==> src/box_iou_ratio_top_macros.svh <==
// Assertion macros for the box IoU ratio block.
`ifndef BOX_IOU_RATIO_TOP_MACROS_SVH
`define BOX_IOU_RATIO_TOP_MACROS_SVH

// same-cycle implication, off during reset
`define BIOU_IMPLY(label, clk, rst_n, ante, cons, msg) \
	label: assert property (@(posedge clk) disable iff (!rst_n) (ante) |-> (cons)) \
		else $error(msg);

// next-cycle implication, off during reset
`define BIOU_IMPLY_NEXT(label, clk, rst_n, ante, cons, msg) \
	label: assert property (@(posedge clk) disable iff (!rst_n) (ante) |=> (cons)) \
		else $error(msg);

`endif

==> src/biou_pkg.sv <==
// Shared types and constants for the box IoU ratio block.
package biou_pkg;

	localparam int FIELD_BITS = 16;
	localparam int RATIO_BITS = 17;

	typedef logic signed [FIELD_BITS-1:0] coord_field_t;
	typedef logic [RATIO_BITS-1:0] ratio_t;

	typedef struct packed {
		logic overlap;
		logic bad_union;
	} biou_flags_t;

endpackage

==> src/biou_ifs.sv <==


interface biou_result_if;
	import biou_pkg::*;

	logic   valid;
	logic   ready;
	ratio_t overlap_ratio;
	logic   boxes_overlap;
	logic   bad_union;

	modport source (
		output valid, overlap_ratio, boxes_overlap, bad_union,
		input  ready
	);
	modport sink (
		input  valid, overlap_ratio, boxes_overlap, bad_union,
		output ready
	);
endinterface

==> src/biou_round.sv <==
// Output stage: round to nearest, saturate, force empty cases to zero.
module biou_round #(
	parameter int DEN_W = 34,
	parameter int Q_W   = 17
) (
	input  logic                  clk,
	input  logic                  arst_n,
	input  logic                  in_valid,
	output logic                  in_ready,
	input  logic [DEN_W-1:0]      rem_in,
	input  logic [DEN_W-1:0]      den_in,
	input  logic [Q_W-1:0]        q_in,
	input  biou_pkg::biou_flags_t flg_in,
	biou_result_if.source         result
);
	import biou_pkg::*;

	logic           rnd;
	logic [Q_W-1:0] qr;
	ratio_t         sat;
	ratio_t         ratio_c;

	logic           vld_q;
	ratio_t         ratio_q;
	logic           ovl_q, bad_q;

	assign rnd = {rem_in, 1'b0} >= {1'b0, den_in};
	assign qr  = q_in + Q_W'(rnd);

	if (Q_W > RATIO_BITS) begin : g_sat
		assign sat = (|qr[Q_W-1:RATIO_BITS]) ? {RATIO_BITS{1'b1}} : qr[RATIO_BITS-1:0];
	end else begin : g_pad
		assign sat = RATIO_BITS'(qr);
	end

	assign ratio_c  = (flg_in.overlap && !flg_in.bad_union) ? sat : '0;
	assign in_ready = !vld_q || result.ready;

	always_ff @(posedge clk or negedge arst_n) begin
		if (!arst_n) begin
			vld_q <= 1'b0;
		end else if (in_ready) begin
			vld_q <= in_valid;
		end
	end

	always_ff @(posedge clk) begin
		if (in_valid && in_ready) begin
			ratio_q <= ratio_c;
			ovl_q   <= flg_in.overlap;
			bad_q   <= flg_in.bad_union;
		end
	end

	assign result.valid         = vld_q;
	assign result.overlap_ratio = ratio_q;
	assign result.boxes_overlap = ovl_q;
	assign result.bad_union     = bad_q;

endmodule

==> src/flat_wrapper.sv <==
// flat-port wrapper written by rule: the top's interface ports become plain ports
module biou_round_flat import biou_pkg::*;
#(
	parameter int DEN_W = 34,
	parameter int Q_W   = 17
)
  (clk, arst_n, in_valid, in_ready, rem_in, den_in, q_in, flg_in, result_valid, result_overlap_ratio, result_boxes_overlap, result_bad_union, result_ready);
  biou_result_if result_i ();
  input  logic clk;
  input  logic arst_n;
  input  logic in_valid;
  output logic in_ready;
  input  logic [DEN_W-1:0] rem_in;
  input  logic [DEN_W-1:0] den_in;
  input  logic [Q_W-1:0] q_in;
  input  biou_pkg::biou_flags_t flg_in;
  output wire logic [$bits(result_i.valid)-1:0] result_valid;
  output wire logic [$bits(result_i.overlap_ratio)-1:0] result_overlap_ratio;
  output wire logic [$bits(result_i.boxes_overlap)-1:0] result_boxes_overlap;
  output wire logic [$bits(result_i.bad_union)-1:0] result_bad_union;
  input wire logic [$bits(result_i.ready)-1:0] result_ready;
  assign result_valid = result_i.valid;
  assign result_overlap_ratio = result_i.overlap_ratio;
  assign result_boxes_overlap = result_i.boxes_overlap;
  assign result_bad_union = result_i.bad_union;
  assign result_i.ready = result_ready;
  biou_round #(.DEN_W(DEN_W), .Q_W(Q_W)) u_core (.clk(clk), .arst_n(arst_n), .in_valid(in_valid), .in_ready(in_ready), .rem_in(rem_in), .den_in(den_in), .q_in(q_in), .flg_in(flg_in), .result(result_i));
endmodule
==> config.mk <==
export PLATFORM = sky130hd
export DESIGN_NAME = biou_round_flat
export DESIGN_NICKNAME = d
export VERILOG_FILES = /design/src/box_iou_ratio_top_macros.svh /design/src/biou_pkg.sv /design/src/biou_ifs.sv /design/src/biou_round.sv /design/src/flat_wrapper.sv
export SDC_FILE = /design/constraint.sdc
export NUM_CORES = 1
export LEC_CHECK = 0
export BUFFER_PORTS_ARGS = -buffer_cell sky130_fd_sc_hd__buf_2
export CAP_MARGIN = 20
export CORE_ASPECT_RATIO = 1.5
export CORE_MARGIN = 1.5
export CORE_UTILIZATION = 40
export CTS_CLUSTER_SIZE = 28
export DETAILED_ROUTE_END_ITERATION = 8
export GPL_ROUTABILITY_DRIVEN = 1
export PLACE_DENSITY = 0.71
export SYNTH_ARGS = -nofsm -noshare
export SYNTH_HDL_FRONTEND = slang
export SYNTH_SLANG_ARGS = --single-unit
==> constraint.sdc <==
create_clock -name clk -period 4.8 [get_ports clk]
set_clock_uncertainty 0.2 [all_clocks]
set_input_delay 0.96 -clock clk [delete_from_list [all_inputs] [get_ports clk]]
set_output_delay 0.96 -clock clk [all_outputs]
set_load 0.01 [all_outputs]
==> metrics.yaml <==
status:
  status: "finished, violations left"
  violations: "DRC"
power:
  power_density_nw_per_um2: 183
  switchingPower_uw: 124
  p_int_uw: 334
  leakage_uw: 0.00134
  p_seq_share_pct: 44.7
  clkPwrFrac_pct: 23.7
  p_comb_share_pct: 31.7
  ir_drop_uv: 83.9
  sw_frac_of_total_pct: 27.1
final_layout:
  fin_util_pct: 55.9
  antennaDiodeCount: 0
  nets: 439
  drive_gt1_share_pct: 38.1
  area_delta_synth_final_pct: 35.4
synthesis:
  synth.avg_cell_area_sq_um: 9.26
  synth_area_sq_um: 1840
  synthDistinctLibCells: 32
  ys_seq_elements: 20
  synthCells: 199
  synth_nets: 325
  synth-seq-area-share_pct: 32.3
  yosys_warnings: 0
sta:
  min_period_over_period_pct: 72.8
  setup-tns-final_ns: 0
  max_slew_margin_pct: 48.0
  fmaxAchievable_mhz: 286
  slew_violations: 0
  setup_viol: 0
  rsz0062_at_grt: "false"
  worst_pin_slew_ns: 0.780
  hold_viol: 0
  fin_crit_ns: 3.49
floorplanning:
  rows: 30
  dieArea_sq_um: 5030
  start_util_pct: 41.3
  die_w_microns: 58.4
  io_pins: 112
  die_h_microns: 86.1
  coreArea_sq_um: 4470
clocking:
  post-cts-setup-buffers: 0
  cts_tree: "built"
  cts_hold_buf: 0
  cts_buffers: 3
  worstSkewPairLatency_ns: 0.25
  cts.sinks: 20
  ctsHtreeMaxLevel: 1
  cts_resized: 0
  cts_root_buf: "clkbuf_8"
  clk_pin_slew_ns: 0.07
  clock_path_buffers: 2
placement:
  portBuffers: 111
  place_congestion: 0.796
  hpwl_microns: 3540
worst_hold_path:
  worstHoldPathType: "input pin to asynchronous set/reset pin"
setup_path:
  critical_path_class: "input pin to flop"
  cp_cell_sequence: "buf_2, ha_1, nand4_1, a211oi_1, a2111oi_0, a2bb2oi_1, a21oi_1, ha_1, nand3_2, nor4_4, nand3_1, xor2_1, nor2_1"
  critPathArrivalTime_ns: 3.28
  slowest_delay_ns: 0.33
  end_kind: "flop"
  path_buf_inv: 1
  critical-path-top-delay-family: "simple AND/OR/NAND/NOR gates"
  cp_common_cell: "ha_1"
  startpoint_type: "input pin"
  rr_startpoint: "u_core.result.valid"
  required_ns: 4.58
  path_max_fanout: 4
  cpMaxStageDelayCell: "nor4_4"
  cp-startpoint: "rem_in[9]"
global_routing:
  grt_max_degree: 20
  overflow: 0
  grt_pass1_vias: 1706
  grt_first_pass_wirelength_microns: 6300
  antenna_found_initial: 0
  track_usage_pct: 15.5
routing:
  wl_microns: 3850
  dr.pass1.iters: 6
  ant_nets: 0
  dr_total_vias: 1751
  vias_per_cell: 4.86
  wire_per_inst_microns: 10.7
  drt_iter0_markers: 37
  drc: 1
job:
  maxCapViolCount: 0
## final cells by class
cell class | instances | area, sq um
Multi-Input combinational cell | 143 | 1110
Fill cell | 419 | 1970
Tap cell | 48 | 60.1
Clock buffer | 4 | 45.0
Sequential cell | 20 | 596
Inverter | 34 | 128
Timing Repair Buffer | 111 | 556
## cell usage after synthesis
master	number	area (sq um)
xnor2_1	5	43.8
a21o_1	6	45.0
dfrtp_1	1	25.0
nor2_1	19	71.3
and4b_1	1	10.0
o21a_1	2	15.0
nand3b_1	1	7.51
nor3_2	1	10.0
a21oi_1	13	65.1
nand4_1	10	62.6
o21ai_0	4	20.0
a2111oi_0	1	8.76
xor2_1	10	87.6
ha_1	35	438
and2_1	2	12.5
nor4_4	1	21.3
and3_1	1	6.26
clkbuf_1	2	7.51
a211oi_1	3	22.5
nand2_1	10	37.5
or3_1	1	6.26
edfxtp_1	19	571
nor3_1	2	10.0
nand4b_1	1	8.76
nand2b_1	3	18.8
inv_1	34	128
and4_1	1	8.76
a31o_2	1	8.76
nand3_4	1	17.5
nand3_2	1	10.0
a2bb2oi_1	1	8.76
nand3_1	6	30.0
## power by group through the flow
stage,Clock [uW],Combinational (uW),Sequential (uW)
2_1_floorplan,0,72.9,214
3_3_place_gp,0,143,208
3_5_place_dp,0,147,208
4_1_cts,108,148,205
5_1_grt,114,167,205
6_report,108,145,204
## kinds of logic (layout without fill, tap and decap cells)
group                    after synthesis  in the layout  synth area share, %
AND/OR/NAND/NOR                       62             62                 18.9
buffers and inverters                 36            149                 7.33
adder cells (fa/ha/maj)               35             35                 23.8
AO/OA/AOI/OAI                         31             31                 10.5
flip-flops                            20             20                 32.3
XOR/XNOR                              15             15                 7.13
## registers in the layout (all words and copies together), names as in the netlist
name / count
u_core.result.bad_union: 1
u_core.result.valid: 1
u_core.result.boxes_overlap: 1
u_core.result.overlap_ratio: 17
## cell usage in the layout (no fill, tap or decap), drive strengths merged, types with 2 or more instances in the layout
cell type	instances
buf	111
nor3	3
ha	35
nand2b	3
nor2	19
nand3	8
and2	2
xnor2	5
a21oi	13
inv	34
o21a	2
a21o	6
xor2	10
edfxtp	19
a211oi	3
o21ai	4
nand2	10
nand4	10
clkbuf	4
## layer usage
layer	up-vias	global-route usage (%)	wire [microns]
met5	-	0	0
met4	0	3.81	14
met3	2	2.71	349
met2	89	30.9	2050
met1	740	15.7	1430
li1	920	-	-
## worst register-to-register path: stages (launching register included)
cell and delay [ns]:
dfrtp_1 0.37, nand2b_1 0.10, and2_1 0.65
## per-stage QoR
stage / cells / cell area (sq um) / power (uW) / hold WS, ns / worst slack (ns)
2_1_floorplan: 199 / 1840 / 287 / 0.422 / 1.45
3_3_place_gp: 356 / 2450 / 351 / 0.320 / 0.997
3_5_place_dp: 356 / 2450 / 355 / 0.326 / 0.975
4_1_cts: 360 / 2500 / 461 / 0.268 / 1.25
5_1_grt: 360 / 2500 / 486 / 0.266 / 1.07
6_report: 360 / 2500 / 458 / 0.270 / 1.31
## final timing paths
| path | endpoint | cells past startpoint | slack [ns] |
|---|---|---|---|
| setup / recovery | u_core.result.overlap_ratio[16] | 13 | 1.31 |
| hold / removal | u_core.result.valid | 1 | 0.27 |
| setup reg to reg | u_core.result.overlap_ratio[7] | 2 | 3.11 |
| hold reg to reg | u_core.result.valid | 2 | 0.33 |
| max in group asynchronous | u_core.result.valid | 1 | 4.05 |
| min in group clk | u_core.result.valid | 2 | 0.33 |
(Power assumes the default switching activity.)
