**src/box_iou_ratio_top_macros.svh**
```systemverilog
// Assertion macros for the box IoU ratio block.
`ifndef BOX_IOU_RATIO_TOP_MACROS_SVH
`define BOX_IOU_RATIO_TOP_MACROS_SVH

// same-cycle implication, off during reset
`define BIOU_IMPLY(label, clk, rst_n, ante, cons, msg) \
	label: assert property (@(posedge clk) disable iff (!rst_n) (ante) |-> (cons)) \
		else $error(msg);

// next-cycle implication, off during reset
`define BIOU_IMPLY_NEXT(label, clk, rst_n, ante, cons, msg) \
	label: assert property (@(posedge clk) disable iff (!rst_n) (ante) |=> (cons)) \
		else $error(msg);

`endif

```
**src/biou_pkg.sv**
```systemverilog
// Shared types and constants for the box IoU ratio block.
package biou_pkg;

	localparam int FIELD_BITS = 16;
	localparam int RATIO_BITS = 17;

	typedef logic signed [FIELD_BITS-1:0] coord_field_t;
	typedef logic [RATIO_BITS-1:0] ratio_t;

	typedef struct packed {
		logic overlap;
		logic bad_union;
	} biou_flags_t;

endpackage

```
**src/biou_ifs.sv**
```systemverilog
// Valid/ready channel interfaces for box pairs and IoU results.
interface biou_pair_if;
	import biou_pkg::*;

	logic         valid;
	logic         ready;
	coord_field_t box_a_left;
	coord_field_t box_a_low_y;
	coord_field_t box_a_right;
	coord_field_t box_a_high_y;
	coord_field_t box_b_left;
	coord_field_t box_b_low_y;
	coord_field_t box_b_right;
	coord_field_t box_b_high_y;

	modport source (
		output valid, box_a_left, box_a_low_y, box_a_right, box_a_high_y,
		output box_b_left, box_b_low_y, box_b_right, box_b_high_y,
		input  ready
	);
	modport sink (
		input  valid, box_a_left, box_a_low_y, box_a_right, box_a_high_y,
		input  box_b_left, box_b_low_y, box_b_right, box_b_high_y,
		output ready
	);
endinterface


```
**src/biou_front.sv**
```systemverilog
// Front pipeline: box extents, areas, intersection and union.
module biou_front #(
	parameter int COORD_BITS = 16
) (
	input  logic                     clk,
	input  logic                     arst_n,
	biou_pair_if.sink                pair,
	output logic                     out_valid,
	input  logic                     out_ready,
	output logic [2*COORD_BITS+1:0]  num,
	output logic [2*COORD_BITS+1:0]  den,
	output biou_pkg::biou_flags_t    flg
);
	import biou_pkg::*;

	localparam int DIFF_W = COORD_BITS + 1;
	localparam int AREA_W = 2 * COORD_BITS + 2;
	localparam int UNI_W  = 2 * COORD_BITS + 3;
	localparam int DEN_W  = 2 * COORD_BITS + 2;

	coord_field_t                  raw [8];
	logic signed [COORD_BITS-1:0]  crd [8];

	assign raw[0] = pair.box_a_left;
	assign raw[1] = pair.box_a_low_y;
	assign raw[2] = pair.box_a_right;
	assign raw[3] = pair.box_a_high_y;
	assign raw[4] = pair.box_b_left;
	assign raw[5] = pair.box_b_low_y;
	assign raw[6] = pair.box_b_right;
	assign raw[7] = pair.box_b_high_y;

	// wider coordinates see the field zero-extended
	for (genvar g = 0; g < 8; g++) begin : g_crd
		if (COORD_BITS <= FIELD_BITS) begin : g_cut
			assign crd[g] = raw[g][COORD_BITS-1:0];
		end else begin : g_ext
			assign crd[g] = {{(COORD_BITS-FIELD_BITS){1'b0}}, raw[g]};
		end
	end

	logic vld_s1, vld_s2, vld_s3, vld_s4;
	logic adv_s1, adv_s2, adv_s3, adv_s4;

	logic signed [DIFF_W-1:0]     dxa_s1, dya_s1, dxb_s1, dyb_s1;
	logic signed [COORD_BITS-1:0] lft_s1, rgt_s1, bot_s1, hiy_s1;

	logic signed [AREA_W-1:0]     area_a_s2, area_b_s2;
	logic signed [DIFF_W-1:0]     iw_s2, ih_s2;
	logic                         ovl_s2;

	logic signed [AREA_W-1:0]     area_a_s3, area_b_s3, inter_s3;
	logic                         ovl_s3;

	logic [DEN_W-1:0]             num_s4, den_s4;
	biou_flags_t                  flg_s4;

	logic signed [UNI_W-1:0]      uni_c;

	assign adv_s4 = !vld_s4 || out_ready;
	assign adv_s3 = !vld_s3 || adv_s4;
	assign adv_s2 = !vld_s2 || adv_s3;
	assign adv_s1 = !vld_s1 || adv_s2;
	assign pair.ready = adv_s1;

	assign uni_c = UNI_W'(area_a_s3) + UNI_W'(area_b_s3) - UNI_W'(inter_s3);

	always_ff @(posedge clk or negedge arst_n) begin
		if (!arst_n) begin
			vld_s1 <= 1'b0;
			vld_s2 <= 1'b0;
			vld_s3 <= 1'b0;
			vld_s4 <= 1'b0;
		end else begin
			if (adv_s1) vld_s1 <= pair.valid;
			if (adv_s2) vld_s2 <= vld_s1;
			if (adv_s3) vld_s3 <= vld_s2;
			if (adv_s4) vld_s4 <= vld_s3;
		end
	end

	always_ff @(posedge clk) begin
		if (pair.valid && adv_s1) begin
			dxa_s1 <= DIFF_W'(crd[2]) - DIFF_W'(crd[0]);
			dya_s1 <= DIFF_W'(crd[3]) - DIFF_W'(crd[1]);
			dxb_s1 <= DIFF_W'(crd[6]) - DIFF_W'(crd[4]);
			dyb_s1 <= DIFF_W'(crd[7]) - DIFF_W'(crd[5]);
			lft_s1 <= (crd[0] > crd[4]) ? crd[0] : crd[4];
			rgt_s1 <= (crd[2] < crd[6]) ? crd[2] : crd[6];
			bot_s1 <= (crd[1] > crd[5]) ? crd[1] : crd[5];
			hiy_s1 <= (crd[3] < crd[7]) ? crd[3] : crd[7];
		end
		if (vld_s1 && adv_s2) begin
			area_a_s2 <= dxa_s1 * dya_s1;
			area_b_s2 <= dxb_s1 * dyb_s1;
			iw_s2     <= DIFF_W'(rgt_s1) - DIFF_W'(lft_s1);
			ih_s2     <= DIFF_W'(hiy_s1) - DIFF_W'(bot_s1);
			ovl_s2    <= (rgt_s1 > lft_s1) && (hiy_s1 > bot_s1);
		end
		if (vld_s2 && adv_s3) begin
			area_a_s3 <= area_a_s2;
			area_b_s3 <= area_b_s2;
			inter_s3  <= iw_s2 * ih_s2;
			ovl_s3    <= ovl_s2;
		end
		if (vld_s3 && adv_s4) begin
			num_s4           <= inter_s3[DEN_W-1:0];
			den_s4           <= uni_c[DEN_W-1:0];
			flg_s4.overlap   <= ovl_s3;
			flg_s4.bad_union <= ovl_s3 && (uni_c[UNI_W-1] || uni_c == '0);
		end
	end

	assign out_valid = vld_s4;
	assign num       = num_s4;
	assign den       = den_s4;
	assign flg       = flg_s4;

endmodule

```
**src/flat_wrapper.sv**
```systemverilog
// flat-port wrapper written by rule: the top's interface ports become plain ports
module biou_front_flat import biou_pkg::*;
#(
	parameter int COORD_BITS = 16
)
  (clk, arst_n, out_valid, out_ready, num, den, flg, pair_valid, pair_box_a_left, pair_box_a_low_y, pair_box_a_right, pair_box_a_high_y, pair_box_b_left, pair_box_b_low_y, pair_box_b_right, pair_box_b_high_y, pair_ready);
  biou_pair_if pair_i ();
  input  logic clk;
  input  logic arst_n;
  output logic out_valid;
  input  logic out_ready;
  output logic [2*COORD_BITS+1:0] num;
  output logic [2*COORD_BITS+1:0] den;
  output biou_pkg::biou_flags_t flg;
  input wire logic [$bits(pair_i.valid)-1:0] pair_valid;
  input wire logic [$bits(pair_i.box_a_left)-1:0] pair_box_a_left;
  input wire logic [$bits(pair_i.box_a_low_y)-1:0] pair_box_a_low_y;
  input wire logic [$bits(pair_i.box_a_right)-1:0] pair_box_a_right;
  input wire logic [$bits(pair_i.box_a_high_y)-1:0] pair_box_a_high_y;
  input wire logic [$bits(pair_i.box_b_left)-1:0] pair_box_b_left;
  input wire logic [$bits(pair_i.box_b_low_y)-1:0] pair_box_b_low_y;
  input wire logic [$bits(pair_i.box_b_right)-1:0] pair_box_b_right;
  input wire logic [$bits(pair_i.box_b_high_y)-1:0] pair_box_b_high_y;
  output wire logic [$bits(pair_i.ready)-1:0] pair_ready;
  assign pair_i.valid = pair_valid;
  assign pair_i.box_a_left = pair_box_a_left;
  assign pair_i.box_a_low_y = pair_box_a_low_y;
  assign pair_i.box_a_right = pair_box_a_right;
  assign pair_i.box_a_high_y = pair_box_a_high_y;
  assign pair_i.box_b_left = pair_box_b_left;
  assign pair_i.box_b_low_y = pair_box_b_low_y;
  assign pair_i.box_b_right = pair_box_b_right;
  assign pair_i.box_b_high_y = pair_box_b_high_y;
  assign pair_ready = pair_i.ready;
  biou_front #(.COORD_BITS(COORD_BITS)) u_core (.clk(clk), .arst_n(arst_n), .pair(pair_i), .out_valid(out_valid), .out_ready(out_ready), .num(num), .den(den), .flg(flg));
endmodule
```
**config.mk**
```make
export PLATFORM = sky130hd
export DESIGN_NAME = biou_front_flat
export DESIGN_NICKNAME = d
export VERILOG_FILES = /design/src/box_iou_ratio_top_macros.svh /design/src/biou_pkg.sv /design/src/biou_ifs.sv /design/src/biou_front.sv /design/src/flat_wrapper.sv
export SDC_FILE = /design/constraint.sdc
export NUM_CORES = 2
export LEC_CHECK = 0
export BUFFER_PORTS_ARGS = -buffer_cell sky130_fd_sc_hd__buf_2
export CELL_PAD_IN_SITES_DETAIL_PLACEMENT = 0
export CELL_PAD_IN_SITES_GLOBAL_PLACEMENT = 1
export CORE_MARGIN = 3
export CORE_UTILIZATION = 55
export CTS_CLUSTER_DIAMETER = 60
export DETAILED_ROUTE_END_ITERATION = 7
export GPL_TIMING_DRIVEN = 0
export PLACE_DENSITY_LB_ADDON = 0.1
export SETUP_SLACK_MARGIN = 0.3
export SYNTH_ARGS = -nofsm -noshare
export SYNTH_HDL_FRONTEND = slang
export SYNTH_SLANG_ARGS = --single-unit
```
**constraint.sdc**
```tcl
create_clock -name clk -period 12.3 [get_ports clk]
set_input_delay 3.69 -clock clk [delete_from_list [all_inputs] [get_ports clk]]
set_output_delay 3.69 -clock clk [all_outputs]
set_load 0.05 [all_outputs]
```
==> summary by stage <==
STA
The number of pins exceeding their max-slew limit in the final report was 0. The headroom to the max-slew limit is 7.73%. The largest clock skew in the final design is between 0.04 and 0.05 ns. Setup total negative slack on the finished layout was measured at 0 ns. For the pin with the worst max-slew slack, the measured transition is 1.38 ns. Setup repair after global routing left no endpoint under its margin. After layout, the minimum clock period comes to 8.75 ns. The final hold violation count is 0. Derived from the worst setup path, the maximum achievable clock frequency is ~110 MHz.

The setup violation total in the final timing report is 0. The final period utilization is 71.2%.

Worst hold path
The worst hold path terminates at u_core.area_a_s3[8]. The classification of the worst-slack hold path is reg -> reg. The origin of the worst min-delay path is u_core.area_a_s2[8]. The cell count of the worst hold path is 0.

Flow run
Max-cap violations in this run came to 0.

CTS
The clock buffer count from CTS is 53. The H-tree level count is 2. The number of buffers on the longest clock path is 3. The clock network latency to the later pin of the worst-skew pair is 0.67 ns. The clock tree from TritonCTS is done. Clock-pin slew was measured on the worst setup and hold paths at 0.06 ns.

The clock drives 412 sinks. The cell sitting at the root of the clock tree is a sky130_fd_sc_hd__clkbuf_16. The number of setup buffers added after CTS is 0.

The number of hold buffers added after CTS is 0. The total of cells resized after clock tree synthesis is 0.

Worst setup path
Counting cells, the worst reg-to-reg path comes to 25. STA classifies the critical path endpoint as a flip-flop. The signal arrival time at the worst endpoint is 9.11 ns.

Data on the critical path is required at its endpoint by 12.65 ns. The endpoint identified for the worst register-to-register timing path is u_core.area_b_s2[33]. The setup check on the worst reg-to-reg path leaves a slack of 3.55 ns.

STA classifies the critical path startpoint as a flip-flop. The worst setup path is of the reg -> reg kind. In this run the worst path has a maximum fanout of 10. The origin of the critical flop-to-flop path is u_core.dyb_s1[8].

Drt
After detailed routing, the number of remaining DRC violations is 0. The count of routing violations after the opening detailed-route iteration is 2530. The per-cell via count in the routed design is about 5.4. The number of search-and-repair iterations in the first detailed-routing pass is 6. Dividing the detail-routed wire length by the instance count gives 21.8 um.

The routed layout has 37200 vias. The residual antenna-violating net count after detailed routing is 0. The wire length reported by the detailed router is 151000 um.

Yosys
The complex-gate fraction of the synthesized area is 6.37%. Yosys mapped a number of flops with a built-in enable equal to 408. Of the post-synthesis cell area, the dominant cell type holds between 30% and 40%. The main combinational cell family by area after synthesis is adder cells. The most frequently used flop master after synthesis is sky130_fd_sc_hd__edfxtp_1.

The count of synthesis-stage warnings from yosys is 0. Sequential elements use 22.7% of the synthesized area. After Yosys synthesis, full adders, half adders and majority gates account for 44.5% of the synthesized area. The biggest area consumer among synthesized cells is sky130_fd_sc_hd__fa_1.

Yosys attributes the largest share of cell area to sky130_fd_sc_hd__fa_1, sky130_fd_sc_hd__edfxtp_1, sky130_fd_sc_hd__ha_1. In this run, distinct cell masters in the synthesized netlist total 78. Measured against the total synthesized area, the mux share comes to 1.26%. The register bit total from synthesis is between 400 and 500. Synthesis produced around 5300 cells. The share of flip-flops with an asynchronous set or reset after synthesis is less than 1%. The summed instance area of the synthesized netlist is 0.0544 mm^2.

The share of synthesized cell area in and, or, nand and nor gates is 12.8%. The synthesized netlist net count is a little under 7000. A synthesized cell averages 10.2 um^2. The xor/xnor cell area share of the yosys netlist is between 2 and 3%.

Die
The vertical die dimension is 321 um. The effective utilization at floorplan is 55.9%. The die covers 0.103 mm^2.

In this run the standard cell core region covers 0.0974 mm^2. The floorplan has 114 rows. ~200 I/O pins were placed.

Measured along the x axis, the die boundary spans 321 um.

Placement
The number of buffer cells added on primary ports is 203. The detailed placer's ending HPWL is around 130000 um. The routability congestion estimate from global placement is 0.967.

Global routing
Global routing consumed, over all layers together, 30.4% of the routing resources. The wire length of the first global-routing pass is between 200000 and 250000 um. The number of global-route vias before repair was 38700. The number of antenna violations at the first check in global routing came to 29. The pin count of the biggest net entering global routing is 68.

After global routing the overflow that remains totals 0.

Final layout
The share of final-layout standard cells stronger than drive strength 1 is 6.41%. The final layout net count is about 7100. Relative to the synthesized area, the layout overhead comes to 8.48%.

Status
The run finished with clean final reports.
==> placed cells by master, fill, tap and decap left out, drive strengths merged, types with 22 or more instances in the layout <==
| master | n |
|---|---|
| a31oi | 22 |
| mux2 | 30 |
| a21boi | 22 |
| nand3 | 44 |
| nand2b | 34 |
| clkbuf | 175 |
| xor2 | 41 |
| a21oi | 138 |
| mux2i | 35 |
| clkinv | 22 |
| xnor2 | 141 |
| edfxtp | 408 |
| and3 | 24 |
| buf | 214 |
| nor2 | 194 |
| fa | 928 |
| and2 | 444 |
| nand2 | 487 |
| inv | 1262 |
| o21a | 36 |
| nor3 | 47 |
| a21o | 70 |
| nor2b | 40 |
| o21ai | 106 |
| ha | 450 |
==> cells by family after synthesis <==
| logic type | Yosys count |
|---|---|
| AND/OR/NAND/NOR | 1393 |
| adder cells (fa/ha/maj) | 1378 |
| buffers and inverters | 1369 |
| AO/OA/AOI/OAI | 525 |
| flip-flops | 412 |
| XOR/XNOR | 182 |
| multiplexers | 65 |
==> layer usage <==
layer | part of all wire, % | vias up | track usage (%)
met5 | 0.091 | - | 0
met1 | 43 | 18500 | 42.2
met3 | 7.2 | 232 | 5.16
li1 | - | 17200 | -
met4 | 3.7 | 22 | 9.54
met2 | 46 | 1171 | 49.4
==> worst max path at each step <==
stage,from,to,slack (ns),depth (start not counted)
final,u_core.dyb_s1[8],u_core.area_b_s2[33],3.55,25
after global routing,u_core.dyb_s1[8],u_core.area_b_s2[33],2.95,25
after CTS,u_core.dyb_s1[8],u_core.area_b_s2[33],3.67,25
after detailed placement,u_core.dyb_s1[8],u_core.area_b_s2[33],3.67,25
after global placement,out_ready,u_core.hiy_s1[13],3.05,4
after floorplan,out_ready,pair_ready,4.16,2
==> metrics by stage <==
stage               cells  worst slack, ns  hold slack, ns  utilization [%]  cell area [um^2]
floorplan            5324             4.16           0.400                -             54400
finish               6923             3.55           0.413             60.6             59000
CTS                  6910             3.67           0.417             60.6             59000
global route         6910             2.95           0.423             60.6             59000
detailed placement   6810             3.67           0.405             58.7             57200
global placement     6803             3.05           0.403             58.5             57000
==> sequential cells by signal, indices dropped and copies added (netlist names), 2 cells and up <==
| register | cells |
|---|---|
| u_core.lft_s1 | 16 |
| u_core.inter_s3 | 34 |
| u_core.den | 34 |
| u_core.area_a_s3 | 34 |
| u_core.iw_s2 | 17 |
| u_core.area_b_s3 | 34 |
| u_core.area_b_s2 | 34 |
| u_core.rgt_s1 | 16 |
| u_core.bot_s1 | 16 |
| u_core.area_a_s2 | 34 |
| u_core.hiy_s1 | 16 |
| u_core.dya_s1 | 17 |
| u_core.ih_s2 | 17 |
| u_core.flg | 2 |
| u_core.num | 34 |
| u_core.dxb_s1 | 17 |
| u_core.dyb_s1 | 17 |
| u_core.dxa_s1 | 17 |
==> cell usage after synthesis, drive strengths merged, types with 5 or more instances <==
master / n
a2111oi: 6
a211o: 6
a211oi: 15
a21boi: 22
a21o: 70
a21oi: 138
a221oi: 5
a31oi: 22
a41o: 6
and2: 444
and3: 24
and4: 6
clkbuf: 117
edfxtp: 408
fa: 928
ha: 450
inv: 1248
mux2: 30
mux2i: 35
nand2: 487
nand2b: 34
nand3: 44
nand3b: 7
nand4: 21
nor2: 194
nor2b: 40
nor3: 47
nor4: 10
o2111ai: 10
o211ai: 13
o21a: 36
o21ai: 106
o21bai: 19
o31ai: 7
o41ai: 8
or2: 11
or3: 11
or4: 8
xnor2: 141
xor2: 41
==> worst max-delay path, cell delays in order, from the launching register on <==
cell and delay (ns):
sky130_fd_sc_hd__edfxtp_1 0.32, sky130_fd_sc_hd__clkbuf_1 0.53, sky130_fd_sc_hd__clkbuf_1 0.50, sky130_fd_sc_hd__nand2_1 0.16
sky130_fd_sc_hd__fa_1 0.56, sky130_fd_sc_hd__inv_1 0.06, sky130_fd_sc_hd__fa_1 0.52, sky130_fd_sc_hd__inv_1 0.06
sky130_fd_sc_hd__fa_1 0.53, sky130_fd_sc_hd__inv_1 0.05, sky130_fd_sc_hd__fa_1 0.45, sky130_fd_sc_hd__fa_1 0.49
sky130_fd_sc_hd__inv_1 0.05, sky130_fd_sc_hd__fa_1 0.47, sky130_fd_sc_hd__inv_1 0.04, sky130_fd_sc_hd__ha_1 0.36
sky130_fd_sc_hd__nand4_1 0.21, sky130_fd_sc_hd__nor2_1 0.23, sky130_fd_sc_hd__nand2_1 0.21, sky130_fd_sc_hd__a211oi_1 0.75
sky130_fd_sc_hd__o2111ai_1 0.35, sky130_fd_sc_hd__a31oi_1 0.41, sky130_fd_sc_hd__nand2_1 0.10, sky130_fd_sc_hd__a31oi_1 0.23
sky130_fd_sc_hd__nor2_1 0.08, sky130_fd_sc_hd__xnor2_1 0.71
==> final cells by class <==
| cell class | instances | area [um^2] |
|---|---|---|
| flip-flops and latches | 412 | 12400 |
| repair buffers | 210 | 1190 |
| multi-input cells | 3543 | 36900 |
| plain buffers | 121 | 469 |
| diodes | 13 | 32.5 |
| clock inverters | 42 | 440 |
| well taps | 1276 | 1600 |
| inverters | 1248 | 4680 |
| clock buffers | 58 | 1350 |
| fillers | 8396 | 38400 |
Power is not shown: default switching activity piles up to over one toggle a cycle in this logic, so the estimate is an artifact.
