$ cat config.mk
export PLATFORM = sky130hd
export DESIGN_NAME = biou_div_cell
export DESIGN_NICKNAME = d
export VERILOG_FILES = /design/src/box_iou_ratio_top_macros.svh /design/src/biou_pkg.sv /design/src/biou_div_cell.sv
export SDC_FILE = /design/constraint.sdc
export NUM_CORES = 1
export LEC_CHECK = 0
export ABC_AREA = 1
export BUFFER_PORTS_ARGS = -buffer_cell sky130_fd_sc_hd__buf_2
export CORE_MARGIN = 5
export CORE_UTILIZATION = 47
export DETAILED_ROUTE_END_ITERATION = 12
export HOLD_SLACK_MARGIN = 0.03
export PLACE_DENSITY_LB_ADDON = 0.15
export SETUP_SLACK_MARGIN = 0.1
export SYNTH_ARGS = -nofsm -noshare
export SYNTH_HDL_FRONTEND = slang
export SYNTH_SLANG_ARGS = --single-unit
$ cat constraint.sdc
create_clock -name clk -period 5.19 [get_ports clk]
set_input_delay 0 -clock clk [delete_from_list [all_inputs] [get_ports clk]]
set_output_delay 0 -clock clk [all_outputs]
set_load 0.02 [all_outputs]
$ cat src/box_iou_ratio_top_macros.svh
// Assertion macros for the box IoU ratio block.
`ifndef BOX_IOU_RATIO_TOP_MACROS_SVH
`define BOX_IOU_RATIO_TOP_MACROS_SVH

// same-cycle implication, off during reset
`define BIOU_IMPLY(label, clk, rst_n, ante, cons, msg) \
	label: assert property (@(posedge clk) disable iff (!rst_n) (ante) |-> (cons)) \
		else $error(msg);

// next-cycle implication, off during reset
`define BIOU_IMPLY_NEXT(label, clk, rst_n, ante, cons, msg) \
	label: assert property (@(posedge clk) disable iff (!rst_n) (ante) |=> (cons)) \
		else $error(msg);

`endif

$ cat src/biou_pkg.sv
// Shared types and constants for the box IoU ratio block.
package biou_pkg;

	localparam int FIELD_BITS = 16;
	localparam int RATIO_BITS = 17;

	typedef logic signed [FIELD_BITS-1:0] coord_field_t;
	typedef logic [RATIO_BITS-1:0] ratio_t;

	typedef struct packed {
		logic overlap;
		logic bad_union;
	} biou_flags_t;

endpackage

$ cat src/biou_div_cell.sv
// One restoring-division cell: a compare/subtract yielding one quotient bit.
module biou_div_cell #(
	parameter int DEN_W = 34,
	parameter int Q_W   = 17,
	parameter bit SHIFT = 1'b1
) (
	input  logic                  clk,
	input  logic                  arst_n,
	input  logic                  in_valid,
	output logic                  in_ready,
	input  logic [DEN_W-1:0]      rem_in,
	input  logic [DEN_W-1:0]      den_in,
	input  logic [Q_W-1:0]        q_in,
	input  biou_pkg::biou_flags_t flg_in,
	output logic                  out_valid,
	input  logic                  out_ready,
	output logic [DEN_W-1:0]      rem_out,
	output logic [DEN_W-1:0]      den_out,
	output logic [Q_W-1:0]        q_out,
	output biou_pkg::biou_flags_t flg_out
);
	import biou_pkg::*;

	logic [DEN_W:0]   rem_sh;
	logic [DEN_W:0]   diff;
	logic             take;
	logic [Q_W-1:0]   q_sh;

	logic             vld_q;
	logic [DEN_W-1:0] rem_q, den_q;
	logic [Q_W-1:0]   q_q;
	biou_flags_t      flg_q;

	always_comb begin
		rem_sh = SHIFT ? {rem_in, 1'b0} : {1'b0, rem_in};
		diff   = rem_sh - {1'b0, den_in};
		take   = rem_sh >= {1'b0, den_in};
		q_sh   = SHIFT ? {q_in[Q_W-2:0], take} : {{(Q_W-1){1'b0}}, take};
	end

	assign in_ready = !vld_q || out_ready;

	always_ff @(posedge clk or negedge arst_n) begin
		if (!arst_n) begin
			vld_q <= 1'b0;
		end else if (in_ready) begin
			vld_q <= in_valid;
		end
	end

	always_ff @(posedge clk) begin
		if (in_valid && in_ready) begin
			rem_q <= take ? diff[DEN_W-1:0] : rem_sh[DEN_W-1:0];
			den_q <= den_in;
			q_q   <= q_sh;
			flg_q <= flg_in;
		end
	end

	assign out_valid = vld_q;
	assign rem_out   = rem_q;
	assign den_out   = den_q;
	assign q_out     = q_q;
	assign flg_out   = flg_q;

endmodule

==> impl_metrics.env, run 1 <==
export IMPL_drc=0
export IMPL_n_fill_cell=1042
export IMPL_grt_use_met3_pct=4.911
export IMPL_avgRoutedWirePerCell_um=13.89
export IMPL_arrival_ns=2.74
export IMPL_skew_ns=0.005703
export IMPL_die_h_um=120.2
export IMPL_io_pins=180
export IMPL_yosysSeqAreaShare_pct=46.19
export IMPL_cp_max_fo=4
export IMPL_first_global_vias=5439
export IMPL_syn_inst=742
export IMPL_dr_pass1_iters=7
export IMPL_cp_slowest_stage_delay_ns=0.72
export IMPL_holdWs_ns=0.3614
export IMPL_finalCriticalPeriod_ns=2.633
export IMPL_htreeDepth=3
export IMPL_finalWirelength_mm=16.22
export IMPL_power_switching_mw=0.6521
export IMPL_p_leak_nw=4.177
export IMPL_reg2reg_depth=3
export IMPL_drive_gt1_share_pct=20.67
export IMPL_rsz0062_at_grt="false"
export IMPL_cts_root_buf="clkbuf_16"
export IMPL_pwr_share_clk_pct=32.4
export IMPL_coreArea_mm2=0.01196
export IMPL_syn_nets=868
export IMPL_hold_class="primary input to flop"
export IMPL_post_cts_buffers=0
export IMPL_p_per_area_mw_per_mm2=270.1
export IMPL_final_util_pct=66.58
export IMPL_internal_power_mw=1.499
export IMPL_path_class="primary input to flop"
export IMPL_synth_distinct_cells=28
export IMPL_grt_busiest_layer="met2"
export IMPL_cts_tree="done"
export IMPL_setup_tns_ns=0
export IMPL_post_cts_resized=0
export IMPL_hold_path_depth=2
export IMPL_cap_violations=0
export IMPL_diodes=0
export IMPL_critPathRequiredTime_ns=5.29
export IMPL_run_status="completed"
export IMPL_syn_to_final_growth_pct=39.46
export IMPL_num_rows=40
export IMPL_grt_pass1_wl_mm=26.05
export IMPL_start_util_pct=47.74
export IMPL_sequentialPowerShare_pct=40.3
export IMPL_syn_area_mm2=0.005710
export IMPL_finalInstanceArea_mm2=0.007964
export IMPL_drtAntennaViolNets=0
export IMPL_drv_slew=0
export IMPL_synth_top_cell_area_share_pct=45.75
export IMPL_end_kind="flop"
export IMPL_cts_sinks=88
export IMPL_die_area_mm2=0.01445
export IMPL_grt_usage_pct=22.62
export IMPL_met1_usage_pct=29.35
export IMPL_routed_via_density=4.709
export IMPL_fmax_ghz=0.3799
export IMPL_avgSynthCellArea_um2=7.696
export IMPL_grt_max_degree=54
export IMPL_use_met2_pct=37.90
export IMPL_finalSetupViolCount=0
export IMPL_slowest_stage="o21ai_0"
export IMPL_cts_hold_buf=89
export IMPL_fin_crit_sh_pct=50.72
export IMPL_place_gp_congestion=0.9102
export IMPL_synth_warnings=0
export IMPL_nets=1142
export IMPL_crit_top_cell="nand2_1"
export IMPL_cp_start_kind="primary input"
export IMPL_final_hold_violation_count=0
export IMPL_dp_hpwl_mm=11.76
export IMPL_overflow=0
export IMPL_p_sw_share_pct=30.32
export IMPL_worstPathCellList="dlygate4sd3_1, buf_2, ha_1, nand2_1, nor3_1, nor2_1, o21ai_0, nand2_1, nand2_1, nand2_1, nand3_1, nand2_1"
export IMPL_die_w_um=120.2
export IMPL_insertion_delay_ns=0.35
export IMPL_num_vias=5500
export IMPL_tightest_slew_ns=0.9005
export IMPL_antenna_found_initial=0
export IMPL_slew_headroom_pct=39.33
export IMPL_synth_largest_area_cell="edfxtp_1"
export IMPL_drtIter0Drc=390
export IMPL_cts_made_buffers=9
export IMPL_ir_drop_mv=0.1431
export IMPL_ys_seq_elements=88
export IMPL_clk_pin_slew_ns=0.07
export IMPL_port_buffers=178
export IMPL_netlist_top_cells_area="edfxtp_1 46%, nand2_1 20%, inv_1 8.9%, ha_1 7.4%, nor2_1 3.9%"
export IMPL_combPwrFrac_pct=27.2
export IMPL_clockBufferDepth=2
export IMPL_place_area_mm2=0.006755
per-layer routing:
layer | part of all wire [%] | wire [µm]
met3 | 6.5 | 1056
met2 | 45 | 7304
met5 | 0 | 0
met1 | 47 | 7584
met4 | 1.7 | 272
cell families after synthesis:
logic type	Yosys count	synth area share (%)
XOR/XNOR	18	2.761
adder cells (fa/ha/maj)	35	7.800
flip-flops	88	46.19
AO/OA/AOI/OAI	44	4.053
AND/OR/NAND/NOR	411	28.97
buffers and inverters	146	10.23
power by group through the flow:
stage | registers [mW] | clock network (mW) | logic (mW)
4_1_cts | 0.867 | 0.713 | 0.584
5_1_grt | 0.872 | 0.744 | 0.653
2_1_floorplan | 0.954 | 0 | 0.294
3_3_place_gp | 0.879 | 0 | 0.527
6_report | 0.867 | 0.698 | 0.586
3_5_place_dp | 0.881 | 0 | 0.529
cells in the final DEF, fill, tap and decap left out, types with 4 or more instances in the layout:
cell type | Yosys | layout
a21oi_1 | 28 | 27
buf_2 | 0 | 178
clkbuf_16 | 0 | 9
dlygate4sd3_1 | 0 | 89
edfxtp_1 | 87 | 87
ha_1 | 34 | 34
inv_1 | 135 | 135
inv_2 | 4 | 4
nand2_1 | 298 | 298
nand3_1 | 29 | 29
nand3b_1 | 6 | 6
nand4_1 | 4 | 4
nor2_1 | 59 | 59
nor3_1 | 6 | 6
o21ai_0 | 12 | 12
xor2_1 | 15 | 15
synthesized netlist by cell type:
cell type	n
o21ai_0	12
nor2_2	2
inv_2	4
xnor2_1	3
inv_4	1
xor2_1	15
nand2_1	298
a21oi_2	1
buf_6	3
nand3_2	1
buf_4	3
o21bai_1	2
nand2_2	3
inv_1	135
nor3_1	6
a21oi_1	28
nand3_1	29
nand2_4	1
fa_1	1
nor2_1	59
or2_1	1
nor3_2	1
nand3b_1	6
nand4_1	4
ha_1	34
dfrtp_1	1
a21o_1	1
edfxtp_1	87
worst paths after layout:
check                      startpoint           to  slack [ns]
max in group asynchronous      arst_n    out_valid        4.58
min                           q_in[0]     q_out[1]        0.36
max                         rem_in[1]  rem_out[29]        2.56
min reg2reg                 out_valid  rem_out[22]        0.95
max reg2reg                 out_valid   rem_out[7]        3.21
min in group asynchronous      arst_n    out_valid        0.50
through the flow:
| stage | power [mW] | cells | setup WS (ns) |
|---|---|---|---|
| after floorplan | 1.248 | 742 | 1.865 |
| after detailed placement | 1.411 | 1063 | 2.751 |
| after global routing | 2.268 | 1168 | 2.370 |
| after CTS | 2.164 | 1168 | 2.583 |
| final | 2.151 | 1168 | 2.557 |
| after global placement | 1.406 | 1063 | 2.745 |
critical path, delay by kind of cell:
| family | cells | cell delay [ns] |
|---|---|---|
| simple gates | 8 | 1.02 |
| buf+inv | 2 | 0.66 |
| compound gates | 1 | 0.72 |
| fa+ha+maj | 1 | 0.34 |
layout make-up:
cell class	count	area, µm²	share of cell area, %
Inverter	140	528.0	6.630
Timing Repair Buffer	269	1797	22.56
Clock buffer	9	225.2	2.828
Multi-Input combinational cell	508	2500	31.39
Sequential cell	88	2638	33.12
Clock inverter	7	92.59	1.163
Tap cell	147	183.9	2.309
flip-flops by register name (all words and copies together) (netlist names):
name,count
rem_out,34
q_out,17
out_valid,1
flg_out,2
den_out,34
Note: power is estimated with default switching activity, not from simulation.
==> run 2: changes to the inputs <==
--- a/config.mk
+++ b/config.mk
@@ -5,10 +5,10 @@
 export SDC_FILE = /design/constraint.sdc
 export NUM_CORES = 1
 export LEC_CHECK = 0
-export ABC_AREA = 1
+export ABC_AREA = 0
 export BUFFER_PORTS_ARGS = -buffer_cell sky130_fd_sc_hd__buf_2
 export CORE_MARGIN = 5
-export CORE_UTILIZATION = 47
+export CORE_UTILIZATION = 46
 export DETAILED_ROUTE_END_ITERATION = 12
 export HOLD_SLACK_MARGIN = 0.03
 export PLACE_DENSITY_LB_ADDON = 0.15
==> constraint.sdc (replaced) <==
create_clock -name clk -period 2.2 [get_ports clk]
set_input_delay 0 -clock clk [delete_from_list [all_inputs] [get_ports clk]]
set_output_delay 0 -clock clk [all_outputs]
set_load 0.02 [all_outputs]
==> run 2 against run 1 <==
  * The run now ends with hold timing, setup timing left
  * Cell count down 19%
  * Sequential power up 140%
  * Flip-flop and latch count unchanged
  * Critical path type unchanged
  * Critical endpoint is now rem_out[5]
  * Largest power group unchanged
==> impl_metrics.env, run 2 <==
export IMPL_n_fill_cell=689
export IMPL_routed_via_density=5.113
export IMPL_drive_gt1_share_pct=50.75
export IMPL_io_pins=180
export IMPL_finalWirelength_mm=15.82
export IMPL_ys_seq_elements=88
export IMPL_cp_start_kind="primary input"
export IMPL_overflow=0
export IMPL_grt_pass1_wl_mm=24.75
export IMPL_internal_power_mw=3.565
export IMPL_fin_crit_sh_pct=102.7
export IMPL_grt_usage_pct=23.66
export IMPL_final_util_pct=79.07
export IMPL_synth_most_common_cell="edfxtp_1"
export IMPL_nets=923
export IMPL_drc=0
export IMPL_layout_commonest_cell="buf_2"
export IMPL_slew_headroom_pct=69.80
export IMPL_sequentialPowerShare_pct=40.1
export IMPL_finalCriticalPeriod_ns=2.258
export IMPL_r2r_end="den_out[25]"
export IMPL_clk_pin_slew_ns=0.10
export IMPL_synth_top_cell_area_share_pct=50.82
export IMPL_synth_distinct_cells=68
export IMPL_syn_inst=422
export IMPL_cts_root_buf="clkbuf_8"
export IMPL_grt_max_degree=36
export IMPL_cp_max_fo=6
export IMPL_regToRegSetupSlack_ns=0.64
export IMPL_synth_edf_count=87
export IMPL_violations="hold timing, setup timing"
export IMPL_tightest_slew_ns=0.4530
export IMPL_ir_drop_mv=0.3885
export IMPL_reg2reg_depth=3
export IMPL_cts_tree="done"
export IMPL_final_cell_mix="170 x buf_2, 106 x buf_4, 87 x edfxtp_1, 83 x dlygate4sd3_1"
export IMPL_end_kind="flop"
export IMPL_num_vias=4816
export IMPL_path_class="primary input to flop"
export IMPL_power_switching_mw=1.538
export IMPL_p_sw_share_pct=30.15
export IMPL_p_per_area_mw_per_mm2=592.8
export IMPL_holdWs_ns=-0.04388
export IMPL_cts_hold_buf=83
export IMPL_die_h_um=115.7
export IMPL_place_gp_congestion=0.8993
export IMPL_pwr_share_clk_pct=23.7
export IMPL_fin_ws_ns=-0.05850
export IMPL_drtIter0Drc=239
export IMPL_arrival_ns=2.38
export IMPL_clockBufferDepth=2
export IMPL_dr_pass1_iters=4
export IMPL_avgSynthCellArea_um2=12.18
export IMPL_cts_made_buffers=9
export IMPL_syn_nets=548
export IMPL_num_rows=38
export IMPL_antenna_found_initial=0
export IMPL_cap_violations=0
export IMPL_synth_commonest_cells="87 x edfxtp_1, 40 x inv_1, 34 x ha_1, 32 x a21oi_1"
export IMPL_fmax_ghz=0.4428
export IMPL_run_status="finished, violations left"
export IMPL_skew_ns=0.01005
export IMPL_synth_main_ff_cell="edfxtp_1"
export IMPL_drtAntennaViolNets=0
export IMPL_hold_class="primary input to flop"
export IMPL_coreArea_mm2=0.01089
export IMPL_diodes=0
export IMPL_hold_path_depth=2
export IMPL_final_hold_violation_count=1
export IMPL_worstHoldEndpoint="rem_out[1]"
export IMPL_die_area_mm2=0.01339
export IMPL_netlist_top_cells_area="edfxtp_1 51%, ha_1 8.3%, mux2_2 4.4%, a21oi_1 3.1%, inv_1 2.9%"
export IMPL_combPwrFrac_pct=36.1
export IMPL_drv_slew=0
export IMPL_htreeDepth=3
export IMPL_start_util_pct=47.22
export IMPL_insertion_delay_ns=0.36
export IMPL_port_buffers=178
export IMPL_die_w_um=115.7
export IMPL_dp_hpwl_mm=10.90
export IMPL_first_global_vias=5093
export IMPL_synth_largest_area_cell="edfxtp_1"
export IMPL_syn_area_mm2=0.005141
export IMPL_rsz0062_at_grt="true"
export IMPL_yosysSeqAreaShare_pct=51.30
export IMPL_synth_async_reset_ratio_pct=1.136
export IMPL_critPathRequiredTime_ns=2.32
export IMPL_r2r_start="out_valid"
export IMPL_finalSetupViolCount=21
export IMPL_min_from="rem_in[0]"
export IMPL_pre_cts_ws_ns=-0.5399
export IMPL_syn_to_final_growth_pct=67.46
export IMPL_avgRoutedWirePerCell_um=16.79
export IMPL_cts_sinks=88
export IMPL_p_leak_nw=3.887
export IMPL_synth_warnings=0
run 2: changes by cell type after synthesis, moves of 12 or more:
cell and delta:
inv_1 -95, a21o_1 +16, xnor2_1 +12, nand3_1 -26, nor2_1 -47, nand2_1 -283, mux2_2 +20
run 2: area by class of cell:
class                      instances  area, µm²  share of cell area [%]
clock buffer                      10      137.6                   1.599
clock inverter                     6      75.07                  0.8720
inverter                          41      166.4                   1.933
multi-input combinational        280       2641                   30.68
sequential                        88       2638                   30.64
tap                              140      175.2                   2.035
timing repair buffer             377       2776                   32.25
run 2: what timing repair did:
item                                   4_1_cts  5_1_grt
gates resized for setup                     70       16
setup buffers                                7        4
setup endpoints to repair                   29       30
gates cloned                                 2        0
endpoints found under the hold margin       82        1
pin swaps                                    7       15
run 2: cells by family after synthesis:
| family | count (synthesis) | share of synthesized area, % |
|---|---|---|
| muxes | 30 | 7.204 |
| xor gates and xnor gates | 27 | 4.600 |
| buffers and inverters | 54 | 4.502 |
| AOI/OAI and AO/OA | 110 | 15.19 |
| and+or+nand+nor | 78 | 8.542 |
| adders and majority gates | 35 | 8.664 |
| DFF | 88 | 51.30 |
run 2: how the worst max path moves through the flow:
stage	startpoint	endpoint	slack [ns]	cells after the start
2_1_floorplan	den_in[29]	rem_out[24]	-0.31	13
3_3_place_gp	den_in[0]	rem_out[26]	-0.49	11
3_5_place_dp	den_in[0]	rem_out[26]	-0.54	11
4_1_cts	den_in[0]	rem_out[32]	-0.04	11
5_1_grt	den_in[0]	rem_out[32]	-0.11	11
6_report	rem_in[3]	rem_out[5]	-0.06	14
run 2: routing by layer:
layer	wire length [µm]	up-vias	GRT usage, %	share of wire (%)
met4	399	0	9.049	2.5
li1	-	2347	-	-
met1	6404	2258	28.01	40
met5	0	-	0	0
met3	1031	29	4.334	6.5
met2	7979	182	42.71	50
run 2: power groups by stage:
stage | combinational [mW] | clock, mW | sequential [mW]
after floorplan | 0.731 | 0 | 2.25
after global placement | 1.47 | 0 | 2.08
after detailed placement | 1.51 | 0 | 2.08
after CTS | 1.81 | 1.23 | 2.05
after global routing | 1.98 | 1.32 | 2.06
final | 1.84 | 1.21 | 2.05
run 2: per-stage QoR:
| step | hold WS (ns) | total power, mW | instance area (µm²) | setup TNS (ns) | instances |
|---|---|---|---|---|---|
| after floorplan | -0.2956 | 2.983 | 5259 | -7.001 | 422 |
| after global placement | -0.2249 | 3.551 | 7064 | -13.49 | 830 |
| after detailed placement | -0.2169 | 3.592 | 7064 | -14.75 | 830 |
| after CTS | -0.05868 | 5.081 | 8553 | -0.04166 | 938 |
| after global routing | -0.05064 | 5.363 | 8610 | -1.970 | 942 |
| final | -0.04388 | 5.103 | 8610 | -0.9242 | 942 |
run 2: worst max-delay path, stage by stage:
cell and delay (ns):
buf_6 0.10, ha_4 0.27, buf_6 0.09, o211ai_1 0.10
a21o_1 0.22, a21boi_4 0.19, a21oi_2 0.09, o21ba_4 0.23
o22a_4 0.22, o21a_4 0.24, inv_8 0.08, buf_12 0.11
buf_16 0.12, mux2_4 0.30
==> run 3: changes to the inputs <==
==> constraint.sdc (replaced) <==
create_clock -name clk -period 2.2 [get_ports clk]
set_input_delay 0.22 -clock clk [delete_from_list [all_inputs] [get_ports clk]]
set_output_delay 0.22 -clock clk [all_outputs]
set_load 0.02 [all_outputs]
==> run 3 against run 2 <==
  * The run ends with setup timing left
  * Sequential power about the same
  * Clock power decreased by 12%
  * Global-route usage decreased by 1.8 points
  * Cell area decreased by 1.7%
  * Sequential share of layout area increased by 0.54 points
  * Core utilization decreased by 1.4 points
  * Largest cell class is now multi-input gates
==> impl_metrics.env, run 3 (synthesized netlist as in run 2, its figures left out) <==
export IMPL_layout_commonest_cell="buf_2"
export IMPL_final_cell_mix="161 x buf_2, 111 x buf_4, 87 x edfxtp_1, 43 x dlygate4sd3_1, 29 x mux2_4"
export IMPL_grt_max_degree=38
export IMPL_clockBufferDepth=2
export IMPL_final_hold_violation_count=0
export IMPL_drc=0
export IMPL_worstPathCellList="buf_8, inv_4, fa_2, a21o_1, a221oi_4, a211oi_2, a311o_2, a21oi_2, nor3_1, or3b_1, mux2_4"
export IMPL_dp_hpwl_mm=11.05
export IMPL_run_status="finished, violations left"
export IMPL_place_gp_congestion=0.8959
export IMPL_cts_tree="done"
export IMPL_die_w_um=115.7
export IMPL_cp_start_kind="primary input"
export IMPL_start_util_pct=47.22
export IMPL_path_class="primary input to flop"
export IMPL_fin_ws_ns=-0.3038
export IMPL_violations="setup timing"
export IMPL_hold_class="primary input to flop"
export IMPL_first_global_vias=4782
export IMPL_finalCriticalPeriod_ns=2.504
export IMPL_die_h_um=115.7
export IMPL_io_pins=180
export IMPL_arrival_ns=2.64
export IMPL_diodes=0
export IMPL_slowest_stage="a311o_2"
export IMPL_end_kind="flop"
export IMPL_coreArea_mm2=0.01089
export IMPL_p_per_area_mw_per_mm2=591.7
export IMPL_path_delay_family="compound AO/OA/AOI/OAI gates"
export IMPL_overflow=0
export IMPL_die_area_mm2=0.01339
export IMPL_routed_via_density=5.188
export IMPL_fmax_ghz=0.3994
export IMPL_drive_gt1_share_pct=55.70
export IMPL_cap_violations=0
export IMPL_num_vias=4731
export IMPL_skew_ns=0.01055
export IMPL_drtIter0Drc=221
export IMPL_stdcell_count=912
export IMPL_drtAntennaViolNets=0
export IMPL_drv_slew=0
export IMPL_grt_usage_pct=21.90
export IMPL_cp_max_fo=4
export IMPL_tightest_slew_ns=0.5068
export IMPL_fin_crit_sh_pct=113.8
export IMPL_dp_cells=836
export IMPL_p_leak_nw=3.822
export IMPL_finalSetupViolCount=30
export IMPL_grt_pass1_wl_mm=22.97
export IMPL_cts_root_buf="clkbuf_8"
export IMPL_syn_to_final_growth_pct=64.54
export IMPL_regToRegSetupSlack_ns=0.68
export IMPL_cts_made_buffers=9
export IMPL_cp_num_buf_inv=2
export IMPL_insertion_delay_ns=0.37
export IMPL_finalWirelength_mm=15.55
export IMPL_setup_tns_ns=-6.385
export IMPL_num_rows=38
export IMPL_critPathRequiredTime_ns=2.33
export IMPL_clk_pin_slew_ns=0.09
export IMPL_avgRoutedWirePerCell_um=17.05
export IMPL_port_buffers=178
export IMPL_slew_headroom_pct=65.86
export IMPL_cts_sinks=88
export IMPL_cp_slowest_stage_delay_ns=0.40
export IMPL_rsz0062_at_grt="true"
export IMPL_ir_drop_mv=0.3560
export IMPL_htreeDepth=3
export IMPL_dr_pass1_iters=4
export IMPL_nets=893
export IMPL_antenna_found_initial=0
run 3: path summary, 6_finish.rpt:
check / end / from / cells after the start
setup / recovery: rem_out[32] / den_in[0] / 11
hold / removal: den_out[27] / den_in[27] / 1
setup reg to reg: den_out[23] / out_valid / 3
hold reg to reg: out_valid / out_valid / 2
max in group asynchronous: out_valid / arst_n / 2
min in group asynchronous: out_valid / arst_n / 2
run 3: final cells by class:
class                   count  area [µm²]
multi-input cells         280        2769
inverters                  41       166.4
flip-flops and latches     88        2638
clock inverters             7       57.56
fillers                   708        2429
clock buffers               9       123.9
repair buffers            347        2530
well taps                 140       175.2
run 3: metal layers:
metal / vias to the layer above / share of wire (%) / GRT usage (%) / routed length, µm
li1: 2281 / - / - / -
met4: 0 / 2.8 / 9.203 / 430
met1: 2255 / 41 / 27.20 / 6391
met3: 28 / 6.6 / 4.282 / 1032
met2: 167 / 49 / 37.42 / 7695
met5: - / 0 / 0 / 0
run 3: worst register-to-register path: cells and delay by family (launching register included):
kind	cells	cell delay, ns
flops	1	0.39
buf+inv	1	0.28
simple gates	2	0.53
run 3: power breakdown:
part / leakage, nW / switching [mW] / internal, mW
clock: 0.0873 / 0.648 / 0.422
combinational: 2.90 / 0.893 / 0.996
sequential: 0.839 / 0.0297 / 2.02
total: 3.82 / 1.57 / 3.44
run 3: through the flow:
step / total power [mW] / util, % / area, µm² / worst slack [ns] / hold WS [ns]
final: 5.005 / 77.69 / 8459 / -0.3038 / 0.03956
after global routing: 5.259 / 77.69 / 8459 / -0.4379 / 0.03100
after CTS: 4.828 / 72.94 / 7941 / -0.2936 / 0.03049
after detailed placement: 3.604 / 65.30 / 7109 / -0.7701 / 0.003122
after global placement: 3.567 / 65.30 / 7109 / -0.7160 / -0.004992
after floorplan: 2.983 / - / 5259 / -0.5301 / -0.07559
run 3: timing repair:
| action | 4_1_cts | 5_1_grt |
|---|---|---|
| setup endpoints to repair | 33 | 34 |
| setup buffers | 5 | 11 |
| hold endpoints to repair | 35 | 8 |
| gates resized for setup | 41 | 87 |
| hold buffers | 35 | 8 |
| cloned | 2 | 0 |
| pin swaps | 14 | 17 |
